## config.mk

```make
export PLATFORM = sky130hd
export DESIGN_NAME = sq8_div
export DESIGN_NICKNAME = d
export VERILOG_FILES = /design/src/rtl/sq8_pkg.sv /design/src/rtl/sq8_div.sv
export SDC_FILE = /design/constraint.sdc
export NUM_CORES = 1
export LEC_CHECK = 0
export ABC_CLOCK_PERIOD_IN_PS = 2900
export CAP_MARGIN = 20
export CORE_MARGIN = 10
export CORE_UTILIZATION = 55
export DETAILED_ROUTE_END_ITERATION = 8
export DONT_BUFFER_PORTS = 1
export PLACE_DENSITY = 0.8
export SYNTH_ARGS = -nofsm -noshare
export SYNTH_HDL_FRONTEND = slang
export SYNTH_SLANG_ARGS = --single-unit
```

## constraint.sdc

```tcl
create_clock -name aclk -period 2.9 [get_ports aclk]
set_input_delay 0.145 -clock aclk [delete_from_list [all_inputs] [get_ports aclk]]
set_output_delay 0.145 -clock aclk [all_outputs]
set_load 0.05 [all_outputs]
```

## src/rtl/sq8_pkg.sv

```systemverilog
// shared types, constants and codes for the per-dimension sq8 codec
`default_nettype none
package sq8_pkg;

    // item field widths
    localparam int DIM_W  = 8;
    localparam int VAL_W  = 32;
    localparam int CODE_W = 8;
    localparam int ACT_W  = 2;

    // default number of dimensions
    localparam int SQ8_DIMS_DEFAULT = 256;

    // action codes
    localparam logic [ACT_W-1:0] ACT_OBSERVE  = 2'd0;
    localparam logic [ACT_W-1:0] ACT_FINALISE = 2'd1;
    localparam logic [ACT_W-1:0] ACT_QUANT    = 2'd2;
    localparam logic [ACT_W-1:0] ACT_DEQUANT  = 2'd3;

    // q16.16 constants; HALF_FRAC is one half of a 32-bit fraction
    localparam logic [VAL_W-1:0] Q_ONE     = 32'h0001_0000;
    localparam logic [VAL_W-1:0] MIN_RESET = 32'h7FFF_FFFF;
    localparam logic [VAL_W-1:0] MAX_RESET = 32'h8000_0000;
    localparam logic [VAL_W-1:0] INT_MAX   = 32'h7FFF_FFFF;
    localparam logic [VAL_W-1:0] HALF_FRAC = 32'h8000_0000;

    // shared divider geometry: 40-bit dividend, 32-bit divisor
    localparam int DIV_NUM_W = 40;
    localparam int DIV_DEN_W = 32;
    localparam int DIV_CNT_W = $clog2(DIV_NUM_W + 1);

    // one table row
    typedef struct packed {
        logic [VAL_W-1:0] inv;
        logic [VAL_W-1:0] scale;
        logic [VAL_W-1:0] max;
        logic [VAL_W-1:0] min;
    } dim_entry_t;

    localparam dim_entry_t ENTRY_RESET = '{
        inv:   Q_ONE,
        scale: Q_ONE,
        max:   MAX_RESET,
        min:   MIN_RESET
    };

    // table write request
    typedef struct packed {
        logic             en;
        logic [DIM_W-1:0] dim;
        dim_entry_t       entry;
    } tbl_wr_t;

    // divider request and response
    typedef struct packed {
        logic                 start;
        logic [DIV_NUM_W-1:0] num;
        logic [DIV_DEN_W-1:0] den;
    } div_req_t;

    typedef struct packed {
        logic                 done;
        logic [DIV_NUM_W-1:0] quot;
    } div_rsp_t;

endpackage
`default_nettype wire

```

## src/rtl/sq8_div.sv

```systemverilog
// shared restoring divider, one quotient bit per cycle
`default_nettype none
module sq8_div
    import sq8_pkg::*;
(
    input  wire logic     aclk,
    input  wire logic     aresetn,
    input  wire div_req_t req,
    output div_rsp_t      rsp
);

    logic [DIV_NUM_W-1:0] num_reg, num_next;
    logic [DIV_DEN_W-1:0] rem_reg, rem_next;
    logic [DIV_DEN_W-1:0] den_reg;
    logic [DIV_CNT_W-1:0] cnt_reg, cnt_next;
    logic                 done_reg, done_next;
    logic [DIV_DEN_W:0]   rem_sh;
    logic                 ge;

    // one shift-compare-subtract step
    always_comb begin
        rem_sh    = {rem_reg, num_reg[DIV_NUM_W-1]};
        ge        = (rem_sh >= {1'b0, den_reg});
        rem_next  = rem_reg;
        num_next  = num_reg;
        cnt_next  = cnt_reg;
        done_next = 1'b0;
        if (req.start) begin
            rem_next = '0;
            num_next = req.num;
            cnt_next = DIV_CNT_W'(DIV_NUM_W);
        end else if (cnt_reg != '0) begin
            rem_next  = ge ? DIV_DEN_W'(rem_sh - {1'b0, den_reg}) : rem_sh[DIV_DEN_W-1:0];
            num_next  = {num_reg[DIV_NUM_W-2:0], ge};
            cnt_next  = cnt_reg - 1'b1;
            done_next = (cnt_reg == DIV_CNT_W'(1));
        end
    end

    // control state
    always_ff @(posedge aclk) begin
        if (!aresetn) begin
            cnt_reg  <= '0;
            done_reg <= 1'b0;
        end else begin
            cnt_reg  <= cnt_next;
            done_reg <= done_next;
        end
    end

    // datapath
    always_ff @(posedge aclk) begin
        rem_reg <= rem_next;
        num_reg <= num_next;
        if (req.start) begin
            den_reg <= req.den;
        end
    end

    assign rsp.done = done_reg;
    assign rsp.quot = num_reg;

endmodule
`default_nettype wire

```

Word level (Yosys, flattened, before mapping). Cells that the tools add are included.

Register bits after elaboration: 111. Bits of input ports: 75. Output and inout port bits: 41. Logic and storage cells: 21.

Add/subtract/negate cells: 2. Magnitude comparators: 1. Equal/unequal tests: 1. Mux-type cells: 5. Bitwise logic cells: 2. Reduce and logical (&&, ||, !) cells: 4.

Operators with widths (count): 2-to-1 mux 40 bit (2); greater-or-equal comparator 33 x 32 -> 1 bit (1); 2-to-1 mux 32 bit (1); subtractor 32 bit (1); 2-to-1 mux 6 bit (2); equality test 6 x 1 -> 1 bit, second input constant (1); nonzero test 6 bit (1); subtractor 6 x 1 -> 6 bit, second input constant (1); OR reduction 3 bit (1); NOT 1 bit (2); nonzero test 2 bit (1); OR reduction 2 bit (1).

Logic depth before layout (Yosys ltp). Gate-level depths: netlist of the first run.

Depth in word-level cells: 3. Gate-level depth with buffers: 13. Mapped depth without buffers: 11.

Least setup slack after synthesis of the first run. Ideal clock, no wire load.

Kind: reg2reg. Start point: register num_reg[39]. End point: register rem_reg[30]. Setup time: 0.076 ns. Arrival: 2.843 ns. Required time: 2.824 ns. Path slack: -0.019 ns. Cell stages (with the launch flop): 12. Path buffers: 0. Period minus slack after synthesis: 2.919 ns. Cell sequence: edfxtp_1 -> inv_1 -> ha_1 -> fa_1 -> nor2b_1 -> o31a_1 -> o21ai_4 -> o31ai_1 -> a31o_1 -> nor4_1 -> a2111o_1 -> o22ai_1.

Word-level cells in the longest chain between the ends: 2. Elaborated cells between the ends (all ways): 3. Classes of those cells: add/sub: 1; order compare: 1; mux: 1.

Ends and longest elaborated chain: from (decl) (line sq8_div.sv:12) `logic [DIV_NUM_W-1:0] num_reg, num_next;`; from (signal assigned) (line sq8_div.sv:54) `num_reg <= num_next;`; subtractor 32 bit or greater-or-equal comparator 33 x 32 -> 1 bit (tied branches) (line sq8_div.sv:33, sq8_div.sv:23); 2-to-1 mux 32 bit * (line sq8_div.sv:33) `rem_next = ge ? DIV_DEN_W'(rem_sh - {1'b0, den_reg}) : rem_sh[DIV_DEN_W-1:0];`; to (signal assigned) (line sq8_div.sv:53) `rem_reg <= rem_next;`; to (decl) (line sq8_div.sv:13) `logic [DIV_DEN_W-1:0] rem_reg, rem_next;`.

Mark *: on every way between the ends. The rest lies on a longest branch, timed or not. A chain may end at the register's enable or synchronous reset.

Worst setup path after layout of the first run.
Start point: register den_reg[30]. End point: register rem_reg[15].

Word-level cells in the longest chain between the ends: 2.

Ends and longest elaborated chain: from (decl) (line sq8_div.sv:14) `logic [DIV_DEN_W-1:0] den_reg;`; from (signal assigned) (line sq8_div.sv:56) `den_reg <= req.den;`; greater-or-equal comparator 33 x 32 -> 1 bit (line sq8_div.sv:23) `ge = (rem_sh >= {1'b0, den_reg});`; 2-to-1 mux 32 bit (line sq8_div.sv:33).

Every way passes these cells.

==> impl_metrics.tcl, run 1 <==
set metrics [dict create \
    outcome "finished, final reports clean" \
    slew_viol_final 0 \
    synth_edf_count 72 \
    layout_commonest_cell "edfxtp_1" \
    cpPeakStageDelay_ns 0.38 \
    path_buf_inv 4 \
    period_minus_slack_ns 2.839 \
    clock.fmax_mhz 352.2 \
    grt_use_total 0.1962 \
    finalCritPeriodShare 0.9790 \
    cts_sinks 111 \
    critPathLaunchType "register" \
    ys_dominant_reg_cell "edfxtp_1" \
    drc 0 \
    worst_path_max_delay_cell "or3_4" \
    async_flop_share 0 \
    cp_common_cell "buf_12" \
    fillers 809 \
    synth_fp_nets 758 \
    fin_nets 830 \
    avgRoutedWirePerCell_um 19.43 \
    wirelength_um 16840 \
    tightest_slew_ns 0.7286 \
    die_area_um2 16510 \
    min_path_type "in2reg" \
    grt_max_degree 57 \
    gp_congestion 0.9375 \
    finalHoldViolCount 0 \
    cts_root_buf "clkbuf_16" \
    max_slew_margin 0.5091 \
    clock_skew_ns 0.01104 \
    ys_ff_latch 111 \
    gr-usage-met2 0.3090 \
    max-vdd-ir-drop_uv 589.2 \
    p_per_area_nw_per_um2 771.0 \
    io_pins 116 \
    critPathTopFamily "simple AND/OR/NAND/NOR gates" \
    drt_iter0_markers 452 \
    cts_buffers 9 \
    num_rows 39 \
    port_buffers 0 \
    core_um2 11470 \
    fin_ws_ns 0.06098 \
    synth_warnings 0 \
    use_met1 0.2353 \
    die_x_um 128.5 \
    synth-seq-area-share 0.4544 \
    layout_common_cells "72 x edfxtp_1, 70 x dlygate4sd3_1, 54 x nor2_1, 54 x nand2_1, 43 x inv_1" \
    drt_pass1_iterations 6 \
    post_drt_via_cell_ratio 6.174 \
    grt_pass1_vias 5243 \
    hpwl_um 10960 \
    avgSynthCellArea_um2 10.01 \
    cap_violations 0 \
    grt_util_met3 0.08542 \
    crit_type "reg2reg" \
    busiest_layer "met2" \
    largest_reg_flops 40 \
    postSynthCellCount 647 \
    crit_fanout 8 \
    setup-violations-final 0 \
    insertion_delay_ns 0.37 \
    diodes 0 \
    cp.required_ns 3.17 \
    fp.dieH_um 128.5 \
    dp_slack_ns 0.06703 \
    detail-route-antenna-nets 0 \
    tritoncts "done" \
    drive_gt1_frac 0.1533 \
    crit_arrival_ns 3.10 \
    tns_ns 0 \
    grt_overflow 0 \
    p_leak_nw 3.196 \
    via_count 5353 \
    totalPowerFinal_mw 6.102 \
    ctsLongestPathBuffers 2 \
    area_delta_synth_final_pct 22.20 \
    synth_area_um2 6476 \
    grt_pass1_wl_um 26450 \
    antenna_found_initial 0 \
    cp_cell_sequence "inv_1 > ha_2 > a21o_1 > and2_1 > nand2b_1 > or3_4 > o31ai_4 > buf_12 > buf_12 > inv_2 > mux2i_2 > a211oi_1" \
    cts.htree.levels 3 \
    whs_ns 0.01124 \
    end_kind "register" \
    ys_types 66 \
    initial_core_util 0.5648 \
    clk_transition_reported_paths_ns 0.08 \
]
area by class of cell:
type	count	area, um2	area share
well taps	143	178.9	0.02261
multi-input cells	460	3367	0.4255
clock inverters	6	52.55	0.006640
flip-flops and latches	111	2943	0.3719
repair buffers	93	978.4	0.1236
inverters	44	165.2	0.02087
clock buffers	10	229.0	0.02893
synthesized netlist by cell type, types with 8 or more instances:
library cell / number / area share
edfxtp_1: 72 / 0.33
nand2_1: 55 / 0.032
nor2_1: 54 / 0.031
inv_1: 43 / 0.025
mux2_2: 41 / 0.071
a21oi_1: 40 / 0.031
dfxtp_1: 39 / 0.12
ha_1: 35 / 0.068
o21ai_0: 29 / 0.022
nor3_1: 18 / 0.014
a211oi_1: 17 / 0.020
xnor2_1: 17 / 0.023
nand3_1: 12 / 0.0093
buf_2: 10 / 0.0077
clkbuf_1: 10 / 0.0058
mux2i_1: 10 / 0.015
nand4_1: 10 / 0.0097
a21o_1: 8 / 0.0093
nand2b_1: 8 / 0.0077
or3_1: 8 / 0.0077
xor2_1: 8 / 0.011
what timing repair did:
| action | in CTS | in global routing |
|---|---|---|
| resized for setup | 0 | 32 |
| setup endpoints to repair | 0 | 25 |
| endpoints found under the hold margin | 126 | 0 |
| setup buffers | 0 | 4 |
| hold buffers | 71 | 0 |
power breakdown:
part	switching (mW)	internal, mW	total, mW	leakage [nW]
Combinational	1.25	1.03	2.28	2.01
Clock	0.603	0.599	1.20	0.137
Sequential	0.614	2.00	2.62	1.05
Total	2.47	3.63	6.10	3.20
path summary, 6_finish.rpt:
kind                           startpoint                        to  slack, ns  cells after the start
hold reg to reg   rem_reg[3]$_SDFFE_PP0N_   rem_reg[3]$_SDFFE_PP0N_       0.47                      2
setup reg to reg    den_reg[30]$_DFFE_PP_  rem_reg[15]$_SDFFE_PP0N_       0.06                     12
hold / removal                    req[69]     num_reg[37]$_DFFE_PP_       0.01                      1
setup / recovery    den_reg[30]$_DFFE_PP_  rem_reg[15]$_SDFFE_PP0N_       0.06                     12
layer usage:
layer | share of wire | up-vias
li1 | - | 2517
met5 | 0 | -
met1 | 0.39 | 2544
met2 | 0.48 | 262
met4 | 0.019 | 0
met3 | 0.11 | 30
kinds of logic after synthesis:
logic type      after synthesis  synth area share
compound gates              154            0.1596
xor+xnor                     25           0.03381
fa+ha+maj                    36           0.07071
buf+inv                      76           0.05178
flops                       111            0.4544
mux                          51           0.08675
simple gates                194            0.1430
metrics by stage:
stage	area (um2)	util	std cells
floorplan	6481	-	647
global placement	6649	0.5798	774
detailed placement	6649	0.5798	774
CTS	7659	0.6679	861
global route	7914	0.6901	867
finish	7914	0.6901	867
(Power assumes the default switching activity.)
==> run 2: changes to the inputs <==
CORE_UTILIZATION = 50   (was 55)
PLACE_DENSITY = default   (was 0.8)
==> run 2 against run 1 <==
Against the previous run: global-route usage decreased by 0.95 points; sequential share of layout area shrank 0.13 points; final cell count is 4.7% higher; critical path depth is 1 lower; fmax increased by 3.4%; combinational power barely moved; non-clock buffer count rose by 12; count of clock-buffer cells in the layout down 1; worst hold slack worse by 0.0022 ns; sequential power barely moved; design area rose by 0.35%.
==> impl_metrics.tcl, run 2 (synthesized netlist as in run 1, its figures left out) <==
set metrics [dict create \
    outcome "finished, final reports clean" \
    worstRegToRegCells 11 \
    clock.fmax_mhz 364.3 \
    layout_commonest_cell "edfxtp_1" \
    io_pins 116 \
    post_drt_via_cell_ratio 5.646 \
    initial_core_util 0.5111 \
    drive_gt1_frac 0.1726 \
    r2r_slack_ns 0.15 \
    cap_violations 0 \
    fp.dieH_um 133.8 \
    totalPowerFinal_mw 6.097 \
    ctsLongestPathBuffers 2 \
    end_kind "register" \
    cp.required_ns 3.20 \
    tritoncts "done" \
    largest_reg_flops 40 \
    grt_pass1_vias 5345 \
    finalCritPeriodShare 0.9466 \
    fin_ws_ns 0.1547 \
    cts_sinks 111 \
    cts_buffers 9 \
    cts.htree.levels 3 \
    wirelength_um 16410 \
    avgRoutedWirePerCell_um 18.07 \
    tns_ns 0 \
    hp-start "req[39]" \
    die_x_um 133.8 \
    stdcell_count 908 \
    cts_root_buf "clkbuf_16" \
    period_minus_slack_ns 2.745 \
    grt_overflow 0 \
    num_rows 41 \
    slew_viol_final 0 \
    grt_use_total 0.1867 \
    drc 0 \
    hpwl_um 11510 \
    finalHoldViolCount 0 \
    whs_endpoint "num_reg[7]$_DFFE_PP_" \
    whs_path_depth 1 \
    crit_type "reg2reg" \
    dp_slack_ns -0.008864 \
    area_delta_synth_final_pct 22.62 \
    r2r_end "rem_reg[30]$_SDFFE_PP0N_" \
    gp_congestion 0.8450 \
    port_buffers 0 \
    layout_common_cells "72 x edfxtp_1, 64 x dlygate4sd3_1, 55 x nand2_1" \
    diodes 0 \
    antenna_found_initial 0 \
    max_slew_margin 0.5266 \
    clock_skew_ns 0.01412 \
    insertion_delay_ns 0.37 \
    via_count 5127 \
    die_area_um2 17910 \
    setup-violations-final 0 \
    crit_arrival_ns 3.04 \
    grt_max_degree 57 \
    drt_iter0_markers 353 \
    core_um2 12670 \
    p_per_area_nw_per_um2 767.8 \
    min_path_type "in2reg" \
    drt_pass1_iterations 5 \
    detail-route-antenna-nets 0 \
    fin_nets 842 \
    tightest_slew_ns 0.7026 \
    critPathLaunchType "register" \
    whs_ns 0.009051 \
    crit_fanout 5 \
    clk_transition_reported_paths_ns 0.08 \
    rr_startpoint "den_reg[9]$_DFFE_PP_" \
    grt_pass1_wl_um 27530 \
    max-vdd-ir-drop_uv 594.1 \
    numPlacedInstances 824 \
    p_leak_nw 3.241 \
]
==> run 2: layout make-up <==
| type | instances | area [um2] |
|---|---|---|
| sequential | 111 | 2943 |
| multi-input combinational | 460 | 3334 |
| timing repair buffer | 105 | 997.2 |
| inverter | 44 | 165.2 |
| clock inverter | 7 | 61.31 |
| clock buffer | 9 | 225.2 |
| tap | 172 | 215.2 |
| fill | 1047 | 4730 |
==> run 2: critical path, cell delays in order (launching register included) <==
cell and delay (ns):
edfxtp_1 0.33, inv_1 0.04, ha_1 0.31, buf_4 0.16, a21oi_1 0.10, a211oi_1 0.56
o311ai_2 0.16, o31ai_2 0.10, a31o_1 0.30, nor4_1 0.08, a2111o_1 0.40, o22ai_1 0.15
==> run 2: worst max-delay path by stage <==
stage | from | endpoint | cells after the start
floorplan | num_reg[39]$_DFFE_PP_ | rem_reg[30]$_SDFFE_PP0N_ | 11
finish | den_reg[9]$_DFFE_PP_ | rem_reg[30]$_SDFFE_PP0N_ | 11
global placement | den_reg[11]$_DFFE_PP_ | rem_reg[31]$_SDFFE_PP0N_ | 11
detailed placement | den_reg[11]$_DFFE_PP_ | rem_reg[31]$_SDFFE_PP0N_ | 11
CTS | den_reg[12]$_DFFE_PP_ | rem_reg[31]$_SDFFE_PP0N_ | 11
global route | den_reg[9]$_DFFE_PP_ | rem_reg[30]$_SDFFE_PP0N_ | 11
==> run 2: report_power, final <==
| part | switching (mW) | internal, mW |
|---|---|---|
| sequential | 0.593 | 2.00 |
| combinational | 1.23 | 1.04 |
| clock | 0.630 | 0.605 |
| total | 2.45 | 3.64 |
==> run 2: timing repair <==
item                                   in CTS  in global routing
setup endpoints to repair                   1                 26
pin swaps                                   0                  7
gates resized for setup                     2                 25
hold buffers                               63                  2
buffers inserted                            0                  3
endpoints found under the hold margin     118                  2
==> run 2: per-stage QoR <==
step / area [um2] / utilization
after floorplan: 6481 / -
after global placement: 6843 / 0.5400
after detailed placement: 6843 / 0.5400
after CTS: 7784 / 0.6143
after global routing: 7941 / 0.6267
final: 7941 / 0.6267
==> run 2: layer usage <==
layer  track usage  vias to the layer above  part of all wire
met5             0                        -                 0
met4       0.03990                        0            0.0085
met3       0.07319                       12             0.083
met2        0.3009                      156              0.46
met1        0.2317                     2421              0.44
li1              -                     2538                 -
